`src/spr_pkg.sv`:
```
// Shared constants, types and the CRC-32 byte update for the SLIP packet receiver.
package spr_pkg;

    localparam int PAYLOAD_MAX = 1024;
    localparam int LEN_W       = $clog2(PAYLOAD_MAX + 1);
    localparam int IDX_W       = 10;
    localparam int OUT_LEN_W   = 11;

    localparam logic [7:0] SLIP_END     = 8'hC0;
    localparam logic [7:0] SLIP_ESC     = 8'hDB;
    localparam logic [7:0] SLIP_ESC_END = 8'hDC;
    localparam logic [7:0] SLIP_ESC_ESC = 8'hDD;
    localparam logic [7:0] START_0      = 8'h58;
    localparam logic [7:0] START_1      = 8'h52;

    localparam logic [15:0] HEADER_OVERHEAD = 16'd8;
    localparam logic [16:0] TOTAL_MAX       = 17'(PAYLOAD_MAX + 8);

    localparam logic [31:0] CRC_POLY = 32'hEDB88320;
    localparam logic [31:0] CRC_INIT = 32'hFFFFFFFF;

    typedef enum logic [3:0] {
        PH_HUNT0,
        PH_HUNT1,
        PH_LEN_HI,
        PH_LEN_LO,
        PH_TYPE,
        PH_FLAGS,
        PH_ID_HI,
        PH_ID_LO,
        PH_DATA,
        PH_CRC0,
        PH_CRC1,
        PH_CRC2,
        PH_CRC3
    } phase_t;

    typedef struct packed {
        logic                 payload_valid;
        logic [7:0]           payload_byte;
        logic [IDX_W-1:0]     payload_index;
        logic                 frame_done;
        logic                 crc_good;
        logic [7:0]           packet_type;
        logic [7:0]           packet_flags;
        logic [15:0]          packet_id;
        logic [OUT_LEN_W-1:0] payload_length;
        logic [15:0]          crc_fail_count;
    } result_t;

    function automatic logic [31:0] crc_byte(input logic [31:0] crc, input logic [7:0] b);
        logic [31:0] c;
        c = crc ^ {24'd0, b};
        for (int i = 0; i < 8; i++)
        begin
            c = (c >> 1) ^ (c[0] ? CRC_POLY : 32'd0);
        end
        return c;
    endfunction

endpackage

```
`src/slip_framed_packet_receiver.sv`:
```
// Top level of the SLIP packet receiver: input register, parser, result register.
//
// Usage:
//   Input channel rx_valid/rx_ready/rx_byte carries one raw link byte per
//   request. Every accepted byte gives exactly one result request on the
//   result_valid/result_ready channel, carrying the payload byte (when
//   payload_valid), frame_done/crc_good on the last CRC byte, the held
//   header fields and the saturating CRC failure count.
//   A byte accepted into the input register is parsed combinationally and
//   its result is loaded into the result register when that has space.
//   Throughput: one byte per cycle while result_ready keeps up; the CRC-32
//   byte update and the parser step are combinational between the registers.
//   A stalled result holds in the result register; the input register still
//   takes one more byte, after which rx_ready falls until result_ready
//   returns.
//   Reset (rst_n low) empties both registers and returns the parser to
//   hunting for the start bytes, CRC to all ones and counters to zero.
module slip_framed_packet_receiver (
    input  logic        clk,
    input  logic        rst_n,
    input  logic        rx_valid,
    output logic        rx_ready,
    input  logic [7:0]  rx_byte,
    output logic        result_valid,
    input  logic        result_ready,
    output logic        payload_valid,
    output logic [7:0]  payload_byte,
    output logic [9:0]  payload_index,
    output logic        frame_done,
    output logic        crc_good,
    output logic [7:0]  packet_type,
    output logic [7:0]  packet_flags,
    output logic [15:0] packet_id,
    output logic [10:0] payload_length,
    output logic [15:0] crc_fail_count
);

    logic             in_full;
    logic [7:0]       in_byte;
    logic             out_space;
    logic             advance;
    spr_pkg::result_t res_d;
    spr_pkg::result_t res_q;

    assign advance = in_full && out_space;

    spr_input_stage u_input (
        .clk      (clk),
        .rst_n    (rst_n),
        .rx_valid (rx_valid),
        .rx_ready (rx_ready),
        .rx_byte  (rx_byte),
        .advance  (advance),
        .full     (in_full),
        .byte_q   (in_byte)
    );

    spr_parser u_parser (
        .clk     (clk),
        .rst_n   (rst_n),
        .step    (advance),
        .byte_in (in_byte),
        .result  (res_d)
    );

    spr_output_stage u_output (
        .clk          (clk),
        .rst_n        (rst_n),
        .load         (advance),
        .d            (res_d),
        .space        (out_space),
        .result_valid (result_valid),
        .result_ready (result_ready),
        .q            (res_q)
    );

    assign payload_valid  = res_q.payload_valid;
    assign payload_byte   = res_q.payload_byte;
    assign payload_index  = res_q.payload_index;
    assign frame_done     = res_q.frame_done;
    assign crc_good       = res_q.crc_good;
    assign packet_type    = res_q.packet_type;
    assign packet_flags   = res_q.packet_flags;
    assign packet_id      = res_q.packet_id;
    assign payload_length = res_q.payload_length;
    assign crc_fail_count = res_q.crc_fail_count;

endmodule

```
`src/spr_input_stage.sv`:
```
// Input register holding one received byte until the parser takes it.
module spr_input_stage (
    input  logic       clk,
    input  logic       rst_n,
    input  logic       rx_valid,
    output logic       rx_ready,
    input  logic [7:0] rx_byte,
    input  logic       advance,
    output logic       full,
    output logic [7:0] byte_q
);

    logic       full_reg;
    logic       full_next;
    logic [7:0] byte_reg;

    assign rx_ready  = !full_reg || advance;
    assign full_next = (rx_valid && rx_ready) || (full_reg && !advance);
    assign full      = full_reg;
    assign byte_q    = byte_reg;

    always_ff @(posedge clk or negedge rst_n)
    begin
        if (!rst_n)
        begin
            full_reg <= 1'b0;
        end
        else
        begin
            full_reg <= full_next;
        end
    end

    always_ff @(posedge clk)
    begin
        if (rx_valid && rx_ready)
        begin
            byte_reg <= rx_byte;
        end
    end

endmodule

```
`src/spr_parser.sv`:
```
// SLIP unescaping, frame parser, CRC-32 check and failure counter.
module spr_parser (
    input  logic             clk,
    input  logic             rst_n,
    input  logic             step,
    input  logic [7:0]       byte_in,
    output spr_pkg::result_t result
);

    spr_pkg::phase_t            phase_reg, phase_next;
    logic                       esc_reg, esc_next;
    logic [31:0]                crc_reg, crc_next;
    logic [23:0]                rcrc_reg, rcrc_next;
    logic [spr_pkg::LEN_W-1:0]  len_reg, len_next;
    logic [7:0]                 type_reg, type_next;
    logic [7:0]                 flags_reg, flags_next;
    logic [15:0]                id_reg, id_next;
    logic [spr_pkg::LEN_W-1:0]  cnt_reg, cnt_next;
    logic [15:0]                fail_reg, fail_next;
    logic [7:0]                 len_hi_reg, len_hi_next;

    logic [7:0]  c;
    logic        use_byte;
    logic [15:0] total;
    logic [31:0] crc_upd;
    logic [31:0] rcrc_full;
    logic [spr_pkg::LEN_W-1:0] cnt_inc;

    always_ff @(posedge clk or negedge rst_n)
    begin
        if (!rst_n)
        begin
            phase_reg  <= spr_pkg::PH_HUNT0;
            esc_reg    <= 1'b0;
            crc_reg    <= spr_pkg::CRC_INIT;
            rcrc_reg   <= '0;
            len_reg    <= '0;
            type_reg   <= '0;
            flags_reg  <= '0;
            id_reg     <= '0;
            cnt_reg    <= '0;
            fail_reg   <= '0;
            len_hi_reg <= '0;
        end
        else if (step)
        begin
            phase_reg  <= phase_next;
            esc_reg    <= esc_next;
            crc_reg    <= crc_next;
            rcrc_reg   <= rcrc_next;
            len_reg    <= len_next;
            type_reg   <= type_next;
            flags_reg  <= flags_next;
            id_reg     <= id_next;
            cnt_reg    <= cnt_next;
            fail_reg   <= fail_next;
            len_hi_reg <= len_hi_next;
        end
    end

    assign total     = {len_hi_reg, c};
    assign crc_upd   = spr_pkg::crc_byte(crc_reg, c);
    assign rcrc_full = {rcrc_reg, c};
    assign cnt_inc   = cnt_reg + spr_pkg::LEN_W'(1);

    always_comb
    begin
        phase_next  = phase_reg;
        esc_next    = esc_reg;
        crc_next    = crc_reg;
        rcrc_next   = rcrc_reg;
        len_next    = len_reg;
        type_next   = type_reg;
        flags_next  = flags_reg;
        id_next     = id_reg;
        cnt_next    = cnt_reg;
        fail_next   = fail_reg;
        len_hi_next = len_hi_reg;
        c           = byte_in;
        use_byte    = 1'b1;
        result      = '0;

        // unescape
        if (!esc_reg)
        begin
            if (byte_in == spr_pkg::SLIP_END)
            begin
                phase_next = spr_pkg::PH_HUNT0;
                use_byte   = 1'b0;
            end
            else if (byte_in == spr_pkg::SLIP_ESC)
            begin
                esc_next = 1'b1;
                use_byte = 1'b0;
            end
        end
        else
        begin
            esc_next = 1'b0;
            if (byte_in == spr_pkg::SLIP_ESC_END)
            begin
                c = spr_pkg::SLIP_END;
            end
            else if (byte_in == spr_pkg::SLIP_ESC_ESC)
            begin
                c = spr_pkg::SLIP_ESC;
            end
            else
            begin
                use_byte = 1'b0;
            end
        end

        if (use_byte)
        begin
            case (phase_reg)
                spr_pkg::PH_HUNT1:
                begin
                    if (c == spr_pkg::START_1)
                    begin
                        crc_next   = spr_pkg::CRC_INIT;
                        phase_next = spr_pkg::PH_LEN_HI;
                    end
                    else
                    begin
                        phase_next = spr_pkg::PH_HUNT0;
                    end
                end
                spr_pkg::PH_LEN_HI:
                begin
                    len_hi_next = c;
                    crc_next    = crc_upd;
                    phase_next  = spr_pkg::PH_LEN_LO;
                end
                spr_pkg::PH_LEN_LO:
                begin
                    crc_next = crc_upd;
                    if (total < spr_pkg::HEADER_OVERHEAD || {1'b0, total} > spr_pkg::TOTAL_MAX)
                    begin
                        phase_next = spr_pkg::PH_HUNT0;
                    end
                    else
                    begin
                        len_next   = spr_pkg::LEN_W'(total - spr_pkg::HEADER_OVERHEAD);
                        phase_next = spr_pkg::PH_TYPE;
                    end
                end
                spr_pkg::PH_TYPE:
                begin
                    type_next  = c;
                    crc_next   = crc_upd;
                    phase_next = spr_pkg::PH_FLAGS;
                end
                spr_pkg::PH_FLAGS:
                begin
                    flags_next = c;
                    crc_next   = crc_upd;
                    phase_next = spr_pkg::PH_ID_HI;
                end
                spr_pkg::PH_ID_HI:
                begin
                    id_next    = {c, 8'd0};
                    crc_next   = crc_upd;
                    phase_next = spr_pkg::PH_ID_LO;
                end
                spr_pkg::PH_ID_LO:
                begin
                    id_next    = {id_reg[15:8], c};
                    crc_next   = crc_upd;
                    cnt_next   = '0;
                    phase_next = (len_reg != '0) ? spr_pkg::PH_DATA : spr_pkg::PH_CRC0;
                end
                spr_pkg::PH_DATA:
                begin
                    result.payload_valid = 1'b1;
                    result.payload_byte  = c;
                    result.payload_index = cnt_reg[spr_pkg::IDX_W-1:0];
                    crc_next             = crc_upd;
                    cnt_next             = cnt_inc;
                    if (cnt_inc >= len_reg)
                    begin
                        phase_next = spr_pkg::PH_CRC0;
                    end
                end
                spr_pkg::PH_CRC0:
                begin
                    rcrc_next  = {16'd0, c};
                    phase_next = spr_pkg::PH_CRC1;
                end
                spr_pkg::PH_CRC1:
                begin
                    rcrc_next  = {8'd0, rcrc_reg[7:0], c};
                    phase_next = spr_pkg::PH_CRC2;
                end
                spr_pkg::PH_CRC2:
                begin
                    rcrc_next  = {rcrc_reg[15:0], c};
                    phase_next = spr_pkg::PH_CRC3;
                end
                spr_pkg::PH_CRC3:
                begin
                    phase_next        = spr_pkg::PH_HUNT0;
                    result.frame_done = 1'b1;
                    if (rcrc_full == ~crc_reg)
                    begin
                        result.crc_good = 1'b1;
                    end
                    else if (fail_reg != 16'hFFFF)
                    begin
                        fail_next = fail_reg + 16'd1;
                    end
                end
                default:
                begin
                    phase_next = (c == spr_pkg::START_0) ? spr_pkg::PH_HUNT1 : spr_pkg::PH_HUNT0;
                end
            endcase
        end

        result.packet_type    = type_next;
        result.packet_flags   = flags_next;
        result.packet_id      = id_next;
        result.payload_length = spr_pkg::OUT_LEN_W'(len_next);
        result.crc_fail_count = fail_next;
    end

endmodule

```
`src/spr_output_stage.sv`:
```
// Result register holding one result until the downstream side takes it.
module spr_output_stage (
    input  logic             clk,
    input  logic             rst_n,
    input  logic             load,
    input  spr_pkg::result_t d,
    output logic             space,
    output logic             result_valid,
    input  logic             result_ready,
    output spr_pkg::result_t q
);

    logic             full_reg;
    logic             full_next;
    spr_pkg::result_t data_reg;

    assign space        = !full_reg || result_ready;
    assign full_next    = load || (full_reg && !result_ready);
    assign result_valid = full_reg;
    assign q            = data_reg;

    always_ff @(posedge clk or negedge rst_n)
    begin
        if (!rst_n)
        begin
            full_reg <= 1'b0;
        end
        else
        begin
            full_reg <= full_next;
        end
    end

    always_ff @(posedge clk)
    begin
        if (load)
        begin
            data_reg <= d;
        end
    end

endmodule
```
`config.mk`:
```
export PLATFORM = sky130hd
export DESIGN_NAME = slip_framed_packet_receiver
export DESIGN_NICKNAME = d
export VERILOG_FILES = /design/src/spr_pkg.sv /design/src/slip_framed_packet_receiver.sv /design/src/spr_input_stage.sv /design/src/spr_parser.sv /design/src/spr_output_stage.sv
export SDC_FILE = /design/constraint.sdc
export NUM_CORES = 1
export LEC_CHECK = 0
export BUFFER_PORTS_ARGS = -buffer_cell sky130_fd_sc_hd__clkbuf_2
export CAP_MARGIN = 20
export CORE_MARGIN = 2
export CORE_UTILIZATION = 55
export CTS_CLUSTER_DIAMETER = 30
export DETAILED_ROUTE_END_ITERATION = 16
export PLACE_DENSITY = 0.79
export REMOVE_ABC_BUFFERS = 1
export SLEW_MARGIN = 25
export SYNTH_ARGS = -nofsm -noshare
export SYNTH_HDL_FRONTEND = slang
export SYNTH_SLANG_ARGS = --single-unit
```
`constraint.sdc`:
```
create_clock -name clk -period 4.95 [get_ports clk]
set_clock_uncertainty 0.05 [all_clocks]
set_input_delay 0.495 -clock clk [delete_from_list [all_inputs] [get_ports clk]]
set_output_delay 0.495 -clock clk [all_outputs]
set_load 0.05 [all_outputs]
```
==> results by group, run 1 <==
Drt
  – Via count: 8087
  – 1st-pass router iterations: 5
  – DRT antenna net count: 0
  – Vias/cell: 5.68
  – DRT iter0 DRCs: 594
  – DRC: 0
  – Routed WL: 25.9 mm
  – WL/cell: 18.2 um

Setup path
  – Crit-path cells: and4_2 > a31oi_2 > buf_4 > xnor2_2 > inv_2 > ha_1 > nand3_1 > nor4_1 > nand4_1 > nand3b_1 > or3_1 > xnor2_1
  – Crit path buf inv count: 2
  – Worst EP required: 5160 ps
  – Worst Path Max Fanout: 19
  – FF-to-FF Start: u_input.byte_q[2]
  – Crit path from: u_input.byte_q[2]
  – Slowest stage delay, CP: 610 ps
  – Crit-path leading delay family: simple AND/OR/NAND/NOR gates
  – Critical path type: flop to flop
  – Crit end category: flop
  – CP max stage cell: edfxtp_1
  – Reg2Reg Depth: 12
  – CP arrival: 4070 ps
  – CP startpoint kind: flop
  – Stages on the worst setup path: 12

Timing
  – Slew Limit Fails: 0
  – Final hold slack: 30.7 ps
  – Hold Fails Final Rpt: 0
  – Final Setup Violations: 0
  – Final min period: 3860 ps
  – RSZ-0062 raised after global routing: false
  – Fmax: 259 MHz
  – Worst rel slew slack: 35.7%
  – Setup_tns: 0 ps
  – Final period utilization: 78.0%
  – Slew @ Worst Pin: 960 ps

Global routing
  – Initial antenna violation count: 0
  – Global Route Usage Sum: 24.6%
  – Gr ovfl total: 0
  – Largest net degree at the start of global routing: 104
  – First-pass GRT wire length: 42.0 mm
  – Vias in the first global route: 8176

Clocking
  – Clk slew on worst S/H paths: 60 ps
  – Post-CTS setup buffer count: 0
  – CTS Hold Buffers Added: 0
  – CTS max path bufs: 3
  – Clock sink count: 229
  – Worst-skew pair later-pin latency: 510 ps
  – H-tree depth: 2
  – CTS tree: built
  – Resized cells post-CTS: 0
  – TritonCTS buffer count: 43
  – Root Driver: clkbuf_16

Synthesis
  – Seq/Total Area, Yosys: 55.3%
  – EDFF count, synth: 88
  – Syn avg cell area: 11.0 um^2
  – Yosys top cell by area: dfrtp_1
  – Asr flop ratio synth: 61.6%
  – Netlist Area Pre-Place: 11200 um^2
  – Largest cells by area after synthesis: dfrtp_1 24%, edfxtp_1 24%, dfstp_2 7.5%
  – Most frequent cells after synthesis: 142 x nand2_1, 109 x dfrtp_1, 88 x edfxtp_1
  – Gate count of the mapped netlist: 1025
  – Count leader, synth: nand2_1
  – Seq cells post-synth: 229
  – Synth warnings: 0
  – Synth unique cells: 66
  – Top FF cell, synth: dfrtp_1
  – Share of Yosys cell area claimed by the top area cell type: 24.3%

Die
  – Die ar.: 21600 um^2
  – Initial Utilization: 55.9%
  – Chip width: 147 um
  – Die Y: 147 um
  – IO Pins: 94
  – Core Box Area: 20100 um^2
  – FP Rows: 52

Final layout
  – Fillers: 1429
  – Area Overhead vs Synth: 19.1%
  – Largest register FFs: 80
  – Final core occ: 66.5%
  – Antenna cells: 0
  – Sequential cell area: 6210 um^2
  – Multi-input gate area: 4680 um^2
  – Final net count: 1150
  – Ratio of cells with drive above 1 in the final layout: 23.3%

Placed design
  – HPWL after DPL: 17.0 mm
  – Routability Congestion: 0.905
  – Port Buffer Count: 93

Power
  – Pwr dens: 659 nW/um^2
  – Static leakage: 5.74 nW
  – Final Power: 8.81 mW
  – VDD IR-drop max: 352 uV

Min path
  – Hold Path Class: primary input to async pin

Run
  – Max-cap violations: 0

Run status
  – Outcome: complete, no violations
[cell usage in the layout, fill, tap and decap left out, drive strengths merged, types with 9 or more instances in the layout]
cell type  instances
edfxtp            88
clkbuf           138
clkinv            15
and3              19
ha                16
mux2              41
dfstp             32
xor2              64
nor4              11
a21oi             19
inv               31
buf               19
o21ai             98
dfrtp            109
nor3              25
nand2            142
a31oi             20
xnor2             67
nand3             27
nand2b             9
nand4             11
nor2              73
[through the flow]
stage / setup slack [ps] / cells / instance area (um^2)
after global placement: 1230 / 1347 / 11900
after detailed placement: 1140 / 1347 / 11900
final: 1090 / 1425 / 13400
after floorplan: -565 / 966 / 11000
after global routing: 836 / 1425 / 13400
after CTS: 1120 / 1425 / 13400
[routing by layer]
| layer | vias up | wire [um] | track usage [%] |
|---|---|---|---|
| met5 | - | 0 | 0 |
| met4 | 0 | 1190 | 12.2 |
| met3 | 82 | 1450 | 4.50 |
| met2 | 324 | 12600 | 40.2 |
| met1 | 3893 | 10700 | 31.7 |
| li1 | 3788 | - | - |
[cells by family after synthesis]
kind of cell | after synthesis | synth area share [%]
and+or+nand+nor | 344 | 14.1
buffers and inverters | 84 | 3.09
muxes | 43 | 4.29
AOI/OAI and AO/OA | 176 | 9.72
DFF | 229 | 55.3
adders and majority gates | 16 | 1.78
xor gates and xnor gates | 133 | 11.7
[final cells by class]
type	instances	share of cell area, %
clock buffer	46	8.45
sequential	229	46.4
timing repair buffer	111	4.54
multi-input combinational	712	35.0
clock inverter	32	2.34
inverter	25	0.711
tap	270	2.53
[worst paths after layout]
| path | slack, ps | to |
|---|---|---|
| min in group clk | 110 | u_input.byte_q[7] |
| max in group asynchronous | 3710 | u_output.result_valid |
| worst min-delay path | 30 | u_parser.cnt_reg[8] |
| worst min register to register | 430 | u_parser.id_reg[6] |
| worst max-delay path | 1090 | u_output.q[9] |
| worst max register to register | 1090 | u_output.q[9] |
[report_power, final]
| part | switching [mW] | total [mW] | internal [mW] |
|---|---|---|---|
| logic | 1.80 | 3.04 | 1.24 |
| registers | 0.390 | 2.91 | 2.52 |
| clock network | 1.02 | 2.85 | 1.84 |
| total | 3.21 | 8.81 | 5.60 |
No activity file was read; power rests on OpenSTA's default activity.
==> run 2: changes to the inputs <==
--- a/config.mk
+++ b/config.mk
@@ -8,10 +8,10 @@
 export BUFFER_PORTS_ARGS = -buffer_cell sky130_fd_sc_hd__clkbuf_2
 export CAP_MARGIN = 20
 export CORE_MARGIN = 2
-export CORE_UTILIZATION = 55
+export CORE_UTILIZATION = 54
 export CTS_CLUSTER_DIAMETER = 30
 export DETAILED_ROUTE_END_ITERATION = 16
-export PLACE_DENSITY = 0.79
+export PLACE_DENSITY = 0.81
 export REMOVE_ABC_BUFFERS = 1
 export SLEW_MARGIN = 25
 export SYNTH_ARGS = -nofsm -noshare
==> constraint.sdc (replaced) <==
create_clock -name clk -period 3.2 [get_ports clk]
set_clock_uncertainty 0.05 [all_clocks]
set_input_delay 0.32 -clock clk [delete_from_list [all_inputs] [get_ports clk]]
set_output_delay 0.32 -clock clk [all_outputs]
set_load 0.05 [all_outputs]
==> results by group, run 2 (same netlist as run 1, synthesis figures left out) <==
Setup path
  – Crit-path cells: and3b_4 > a31oi_4 > xnor2_2 > inv_2 > ha_1 > nand3_1 > nor4_1 > nand4_1 > nand3b_1 > buf_12 > or3_1 > xnor2_1
  – Crit path buf inv count: 2 (unchanged)
  – Crit-path leading delay family: simple AND/OR/NAND/NOR gates
  – Worst EP required: 3410 ps (-1750 ps)
  – CP max stage cell: edfxtp_1
  – Crit end category: flop
  – Slowest stage delay, CP: 420 ps (-190 ps)
  – CP startpoint kind: flop
  – CP arrival: 3320 ps (-750 ps)
  – Worst Path Max Fanout: 24 (+5)
  – Critical path type: flop to flop

Global routing
  – Global Route Usage Sum: 24.6% (+0.082 points)
  – Gr ovfl total: 0 (unchanged)
  – Largest net degree at the start of global routing: 64 (-38%)
  – First-pass GRT wire length: 43.2 mm (+2.7%)
  – Initial antenna violation count: 0 (unchanged)
  – Vias in the first global route: 8245 (+0.84%)

Final layout
  – Final core occ: 67.9% (+1.4 points)
  – Antenna cells: 0 (unchanged)
  – Final net count: 1192 (+3.7%)
  – Ratio of cells with drive above 1 in the final layout: 24.6% (+1.4 points)
  – Area Overhead vs Synth: 22.8%
  – Multi-input gate area: 4690 um^2 (+0.24%)
  – Fillers: 1398 (-2.2%)
  – Commonest non-fill, non-tap cell in the layout: nand2_1
  – Largest register FFs: 80 (unchanged)
  – Sequential cell area: 6210 um^2 (unchanged)
  – Post-route insts no fill: 1467 (+2.9%)
  – Commonest non-fill, non-tap cells in the layout: 142 x nand2_1, 109 x dfrtp_1, 92 x clkbuf_2

Power
  – Net Sw Frac: 34.8% (-1.6 points)
  – Int Pwr: 9.01 mW (+61%)
  – Pwr dens: 1000 nW/um^2 (+52%)
  – VDD IR-drop max: 512 uV (+46%)
  – Sequential power share: 32.4% (-0.7 points)
  – P_sw: 4.82 mW (+50%)
  – Combinational Power Share: 34.5% (about the same)
  – Static leakage: 5.97 nW (+4.0%)
  – Clock power frac: 33.1% (+0.7 points)

Clocking
  – CTS tree: built
  – Clk slew on worst S/H paths: 50 ps (about the same)
  – Worst-skew pair later-pin latency: 520 ps (about the same)
  – Clock sink count: 229 (unchanged)
  – H-tree depth: 2 (unchanged)
  – Root Driver: clkbuf_16
  – CTS max path bufs: 3 (unchanged)
  – TritonCTS buffer count: 42 (-2.3%)

Placed design
  – HPWL after DPL: 17.6 mm (+3.8%)
  – Cell total after placement: 1377 (+2.2%)
  – Routability Congestion: 0.890 (-1.6%)
  – Dpl ws: 105 ps (-1030 ps)
  – Port Buffer Count: 93 (unchanged)

Timing
  – Worst rel slew slack: 34.9% (-0.88 points)
  – Hold Fails Final Rpt: 0 (unchanged)
  – Setup ws final: 89.1 ps (-998 ps)
  – Fmax: 321 MHz (+24%)
  – Slew Limit Fails: 0 (unchanged)
  – Slew @ Worst Pin: 973 ps (+13.2 ps)
  – Final period utilization: 97.2% (+19 points)
  – Final min period: 3110 ps (-752 ps)
  – Final Setup Violations: 0 (unchanged)
  – Setup_tns: 0 ps (unchanged)

Drt
  – DRT iter0 DRCs: 727 (+22%)
  – Vias/cell: 5.71 (+0.62%)
  – 1st-pass router iterations: 5 (unchanged)
  – DRC: 0 (unchanged)
  – Routed WL: 26.8 mm (+3.4%)
  – DRT antenna net count: 0 (unchanged)
  – Via count: 8377 (+3.6%)
  – WL/cell: 18.3 um (+0.43%)

Die
  – Die Y: 148 um (+0.90%)
  – Initial Utilization: 55.3% (-0.54 points)
  – Chip width: 148 um (+0.90%)
  – Core Box Area: 20300 um^2 (+0.97%)
  – IO Pins: 94 (unchanged)
  – Die ar.: 22000 um^2 (+1.8%)
  – FP Rows: 52 (unchanged)

Run
  – Max-cap violations: 0 (unchanged)

Run status
  – Outcome: complete, no violations

Min path
  – Hold Path Class: primary input to flop
-- run 2: routing by layer --
layer	wire length (um)	GRT usage [%]	share of wire [%]	up-vias
li1	-	-	-	3876
met1	10900	32.3	41	4090
met2	13300	41.3	50	331
met3	1680	4.51	6.3	80
met5	0	0	0	-
met4	850	9.10	3.2	0
-- run 2: repair_timing --
| action | in CTS | in global routing |
|---|---|---|
| setup buffers | 0 | 3 |
| endpoints found under the hold margin | 55 | 0 |
| endpoints found under the setup margin | 0 | 6 |
| gates resized for setup | 0 | 2 |
| hold buffers | 10 | 0 |
-- run 2: layout make-up --
cell class	instances	share of cell area, %
sequential	229	45.1
multi-input combinational	712	34.0
clock buffer	51	8.25
timing repair buffer	154	7.11
tap	270	2.45
clock inverter	26	2.41
inverter	25	0.690
-- run 2: final timing paths --
check                                    from  cells after the start  slack [ps]                    end
setup / recovery            u_input.byte_q[5]                     12          90          u_output.q[9]
hold / removal                   result_ready                      3          60  u_output.result_valid
min in group asynchronous               rst_n                      2         310  u_parser.fail_reg[15]
max in group asynchronous               rst_n                      3        2050    u_parser.crc_reg[8]
hold reg to reg            u_parser.id_reg[3]                      2         430     u_parser.id_reg[3]
setup reg to reg            u_input.byte_q[5]                     12          90          u_output.q[9]
-- run 2: worst register-to-register path: stages (launching register included) --
cell and delay [ps]:
edfxtp_1 420, and3b_4 400, a31oi_4 140, xnor2_2 300, inv_2 150, ha_1 210, nand3_1 80, nor4_1 50
nand4_1 200, nand3b_1 150, buf_12 190, or3_1 400, xnor2_1 140
-- run 2: per-stage QoR --
stage          power (mW)  hold slack, ps  instance area [um^2]
5_1_grt              14.5            61.0                 13800
3_3_place_gp         9.01             285                 12200
4_1_cts              13.8            34.3                 13700
6_report             13.8            55.5                 13800
2_1_floorplan        7.98           -25.6                 11000
3_5_place_dp         9.14             286                 12200
-- run 2: power by group through the flow --
| stage | logic, mW | registers [mW] | clock network (mW) |
|---|---|---|---|
| after CTS | 4.72 | 4.47 | 4.62 |
| after detailed placement | 4.64 | 4.50 | 0 |
| after floorplan | 3.08 | 4.89 | 0 |
| final | 4.78 | 4.48 | 4.57 |
| after global placement | 4.55 | 4.47 | 0 |
| after global routing | 5.16 | 4.54 | 4.77 |
